### src/rtl/bb3_pkg.sv
`default_nettype none

package bb3_pkg;

    // fixed field widths
    localparam int PIX_W      = 8;
    localparam int NUM_CH     = 3;
    localparam int OUT_ROW_W  = 12;
    localparam int OUT_COL_W  = 10;
    localparam int REG_WID_W  = 11;
    localparam int REG_HGT_W  = 13;
    localparam int CFG_DATA_W = 13;

    // column sum of up to three pixels of one channel
    localparam int CSUM_W = 10;

    // dimensions after reset and default bounds
    localparam int RESET_WIDTH     = 640;
    localparam int RESET_HEIGHT    = 480;
    localparam int DEF_MAX_WIDTH   = 1024;
    localparam int DEF_MAX_HEIGHT  = 4096;

    // configuration register indexes
    typedef enum logic [0:0] {
        REG_IMAGE_WIDTH  = 1'b0,
        REG_IMAGE_HEIGHT = 1'b1
    } t_reg_idx;

    // channel order: red, green, blue
    typedef logic [0:NUM_CH-1][PIX_W-1:0] t_pixel;

    // one window column, rows top to bottom
    typedef struct packed {
        t_pixel top;
        t_pixel mid;
        t_pixel bot;
    } t_column;

    // which upper rows of a column are inside the frame
    typedef struct packed {
        logic use_top;
        logic use_mid;
    } t_row_flags;

    // column sums for the upper and the lower output row
    typedef struct packed {
        logic [0:NUM_CH-1][CSUM_W-1:0] up;
        logic [0:NUM_CH-1][CSUM_W-1:0] low;
    } t_col_sum;

endpackage

`default_nettype wire

### src/rtl/bb3_col_cell.sv
`default_nettype none

module bb3_col_cell (
    input  wire logic                i_clk,
    input  wire logic                i_shift,
    input  wire bb3_pkg::t_row_flags i_rows,
    input  wire bb3_pkg::t_column    i_col,
    output bb3_pkg::t_column         o_col,
    output bb3_pkg::t_col_sum        o_sum
);
    import bb3_pkg::*;

    t_column  r_col;
    t_col_sum r_sum;
    t_col_sum n_sum;

    // take the neighbour's column when the window moves on
    always_ff @(posedge i_clk) begin
        if (i_shift) begin
            r_col <= i_col;
        end
    end

    // per channel sums over the rows inside the frame
    always_comb begin
        for (int ch = 0; ch < NUM_CH; ch++) begin
            n_sum.up[ch]  = (i_rows.use_top ? CSUM_W'(r_col.top[ch]) : CSUM_W'(0))
                          + CSUM_W'(r_col.mid[ch]) + CSUM_W'(r_col.bot[ch]);
            n_sum.low[ch] = (i_rows.use_mid ? CSUM_W'(r_col.mid[ch]) : CSUM_W'(0))
                          + CSUM_W'(r_col.bot[ch]);
        end
    end

    always_ff @(posedge i_clk) begin
        r_sum <= n_sum;
    end

    assign o_col = r_col;
    assign o_sum = r_sum;
endmodule

`default_nettype wire

### config.mk
export PLATFORM = sky130hd
export DESIGN_NAME = bb3_col_cell
export DESIGN_NICKNAME = d
export VERILOG_FILES = /design/src/rtl/bb3_pkg.sv /design/src/rtl/bb3_col_cell.sv
export SDC_FILE = /design/constraint.sdc
export NUM_CORES = 1
export LEC_CHECK = 0
export ABC_AREA = 1
export BUFFER_PORTS_ARGS = -buffer_cell sky130_fd_sc_hd__buf_2
export CAP_MARGIN = 20
export CORE_MARGIN = 2
export CORE_UTILIZATION = 25
export CTS_BUF_LIST = sky130_fd_sc_hd__clkbuf_16
export CTS_CLUSTER_DIAMETER = 200
export DETAILED_ROUTE_END_ITERATION = 10
export SLEW_MARGIN = 25
export SYNTH_ARGS = -nofsm -noshare
export SYNTH_HDL_FRONTEND = slang
export SYNTH_SLANG_ARGS = --single-unit
### constraint.sdc
create_clock -name i_clk -period 2.1 [get_ports i_clk]
set_input_delay 0.315 -clock i_clk [delete_from_list [all_inputs] [get_ports i_clk]]
set_output_delay 0.315 -clock i_clk [all_outputs]
set_load 0.02 [all_outputs]
==> impl_summary.txt <==
----------------------------------------------------
[STA]
  Final hold viol count ... 0
  Clock Skews ... 0.00666 ns
  Setup tns final ... 0 ns
  Min Tclk post-route ... 2.09 ns
  Final setup fails ... 0
  Unrepaired setup endpoints after global routing ... true
  Tcrit/Tclk final ... 99.5%
  Pins Over Slew Limit ... 0
  Final hold slack ... 0.0721 ns
  Max Clk Rate ... 478 MHz

[Place]
  Routability-driven placement congestion ratio ... 0.760
  Total half-perimeter wirelength after legalization and detailed placement ... 13200 µm
  Count of placed standard cells including taps ... 1202
  Total of buffers placed on input and output ports ... 204
  Placed Instance Area ... 0.00814 mm²

[Worst setup path]
  Reg2reg start ... o_col[49]
  Slowest cell on crit path ... fa_1
  Register-to-register path setup slack ... 0.01 ns
  Highest net fanout along the worst path ... 3
  Cell-by-cell listing of the critical path ... nand2_1, inv_1, fa_1, ha_2, fa_2, nand2_1, nand2_1, nand3b_1, nand2_1, nand2_1, nand2_1
  Worst r2r dst ... o_sum[37]
  Required time of the critical path ... 2.40 ns
  CP peak stage delay ... 0.44 ns
  Startpoint type of the worst setup path ... flip-flop
  Nature of the critical path endpoint ... flip-flop
  Critical path startpoint ... o_col[49]
  Total buffers and inverters traversed by the critical path ... 1
  Logic depth of the worst register-to-register path ... 11
  Cell type group with the largest total delay on the critical path ... adder cells
  CP Class ... flip-flop to flip-flop
  Worst path most repeated cell ... nand2_1
  CP Data Arrival Time ... 2.40 ns

[Logic synthesis]
  Flop and latch count out of synthesis ... 129
  Average size of a mapped cell ... 10.1 µm²
  Number of flops mapped to enable cells by yosys ... 72
  Fraction of synthesized cell area taken by the top area cell type ... 33.8%
  Area of the mapped netlist ... 0.00640 mm²
  Most repeated cell in the gate-level netlist after synthesis ... nand2_1
  Synth cell count leaders ... nand2_1, inv_1, edfxtp_1
  Share of synthesized area occupied by flip-flops and latches ... 51.6%
  FFs w/ async S/R, synth ... 0%
  Post-synthesis cell count ... 636
  Largest cells by area after synthesis ... edfxtp_1, dfxtp_1, nand2_1
  Primary FF master, synth ... edfxtp_1
  Count of distinct cell types in the synthesized netlist ... 23
  Library cell with the largest summed area after synthesis ... edfxtp_1
  YS warnings ... 0

[Drt]
  Final Routed Wirelength ... 16100 µm
  Mean routed wirelength per cell ... 13.0 µm
  Met2 wire length ... 8050 µm
  Highest Signal Layer ... met5
  DR vias/cell ... 3.91
  Number of antenna-violating nets in the routed design ... 0
  Routed length on met1 ... 6840 µm
  Count of vias placed by the detailed router ... 4831
  Initial detailed-routing violation count ... 154
  Met3 layer wire length in the routed design ... 966 µm
  Count of TritonRoute iterations in the first routing pass ... 4
  Post-route DRC violation count ... 0

[CTS]
  Clock tree from TritonCTS ... done
  Clock sink count ... 129
  Clock transition at the registers of the reported paths ... 0.06 ns
  TritonCTS Buffers ... 17
  Longest Clk Path Bufs ... 2
  Number of hold buffers added after cts ... 0
  Maximum level of the CTS H-tree ... 4
  Clk Latency, worst-skew pair ... 0.41 ns
  Clock tree root driver cell ... clkbuf_16

[Pwr]
  Power share of the sequential group ... 36.4%
  Reported net switching power ... 3.03 mW
  Combinational cell fraction of total power ... 31.3%
  Cell-internal power ... 6.15 mW
  Worst IR drop on VDD ... 0.000551 V
  Switching Share ... 33.0%
  Fraction of power consumed by the clock network ... 32.4%
  Areal power density over the cells ... 1050 mW/mm²
  Static leakage ... 4.67 nW

[Global route]
  Total routing usage reported by global routing ... 12.3%
  Antenna violations before repair ... 2
  Maximum number of pins on one net before global-route repair ... 48
  Number of global-route vias before repair ... 4919
  First-pass GRT wire length ... 24800 µm
  Leftover overflow at the end of global routing ... 0

[Min path]
  Hold path cells ... 1
  Worst Hold Endpoint ... o_col[63]
  Type of the worst min-delay path ... primary input to flip-flop
  Worst hold start ... i_col[63]

[Floorplan]
  Total core area ... 0.0252 mm²
  Ports placed on the boundary ... 208
  Overall die width ... 164 µm
  Row Count ... 58
  Die Y-Extent ... 164 µm
  Initial Utilization ... 25.4%
  Die footprint ... 0.0269 mm²

[Finish]
  Post-route standard cell area excluding fillers ... 0.00878 mm²
  Final layout net count ... 1043
  Fraction of layout cells with a size suffix above 1 ... 33.9%
  Area delta synth->final ... 37.1%
  Layout fillers ... 2593
  Post-route insts no fill ... 1236

[Status]
  Status ... finished clean

[Flow run]
  Max-capacitance violation count ... 0

----------------------------------------------------
## layout make-up
type / instances / area [µm²] / share of cell area (%)
antenna: 1 / 2.50 / 0.0285
clock buffer: 19 / 475 / 5.41
clock inverter: 13 / 115 / 1.31
inverter: 128 / 480 / 5.47
multi-input combinational: 374 / 2650 / 30.1
sequential: 129 / 3300 / 37.6
tap: 330 / 413 / 4.70
timing repair buffer: 242 / 1350 / 15.3
## power groups by stage
stage / Sequential, mW / Combinational [mW] / Clock, mW
floorplan: 3.98 / 1.18 / 0
global placement: 3.40 / 2.83 / 0
detailed placement: 3.40 / 2.86 / 0
CTS: 3.35 / 2.88 / 3.08
global route: 3.39 / 3.20 / 3.18
finish: 3.34 / 2.87 / 2.97
## routing by layer
| metal | track usage, % | up-vias |
|---|---|---|
| li1 | - | 2486 |
| met1 | 14.2 | 2205 |
| met2 | 21.3 | 121 |
| met3 | 3.89 | 17 |
| met4 | 4.43 | 2 |
| met5 | 0 | - |
## worst register-to-register path: cells and delay by family, from the launching register on
| family | cells | cell delay [ns] |
|---|---|---|
| flip-flops | 1 | 0.43 |
| buffers and inverters | 1 | 0.05 |
| AND/OR/NAND/NOR | 7 | 0.54 |
| adder cells (fa/ha/maj) | 3 | 0.98 |
## layout by cell type (no fill, tap or decap), drive strengths merged, types with 11 or more instances in the layout
cell type  instances
ha                45
nor2              17
clkbuf            19
nand3             25
buf              242
edfxtp            72
dfxtp             57
nand2            196
nand3b            11
fa                30
inv              131
a21oi             17
## worst max-delay path by stage
stage                end  cells after the start
2_1_floorplan  o_sum[57]                     12
3_3_place_gp   o_sum[57]                     14
3_5_place_dp   o_sum[57]                     14
4_1_cts        o_sum[37]                     11
5_1_grt        o_sum[37]                     11
6_report       o_sum[37]                     11
## through the flow
| stage | worst slack [ns] | total power [mW] | util (%) |
|---|---|---|---|
| final | 0.00954 | 9.18 | 34.9 |
| after global placement | -0.265 | 6.23 | 32.3 |
| after floorplan | -0.0523 | 5.16 | - |
| after CTS | -0.0234 | 9.32 | 34.7 |
| after detailed placement | -0.300 | 6.26 | 32.3 |
| after global routing | -0.146 | 9.78 | 34.9 |
## timing repair
action                                  CTS  global route
pin swaps                                12             6
endpoints found under the setup margin    7             7
setup buffers                             0             1
gates resized for setup                   6             8
## kinds of logic (layout without fill, tap and decap cells)
group | count (synthesis) | in the layout | share of synthesized area (%)
other cells | 1 | 4 | 0.0586
simple gates | 259 | 259 | 18.1
xor+xnor | 18 | 18 | 2.46
buf+inv | 135 | 402 | 8.17
compound gates | 19 | 19 | 1.48
flops | 129 | 129 | 51.6
fa+ha+maj | 75 | 75 | 18.2
## state kept, by name, summed over array words and instances, names as in the netlist
signal	flops
o_sum	57
o_col	72
Note: power is estimated with default switching activity, not from simulation.
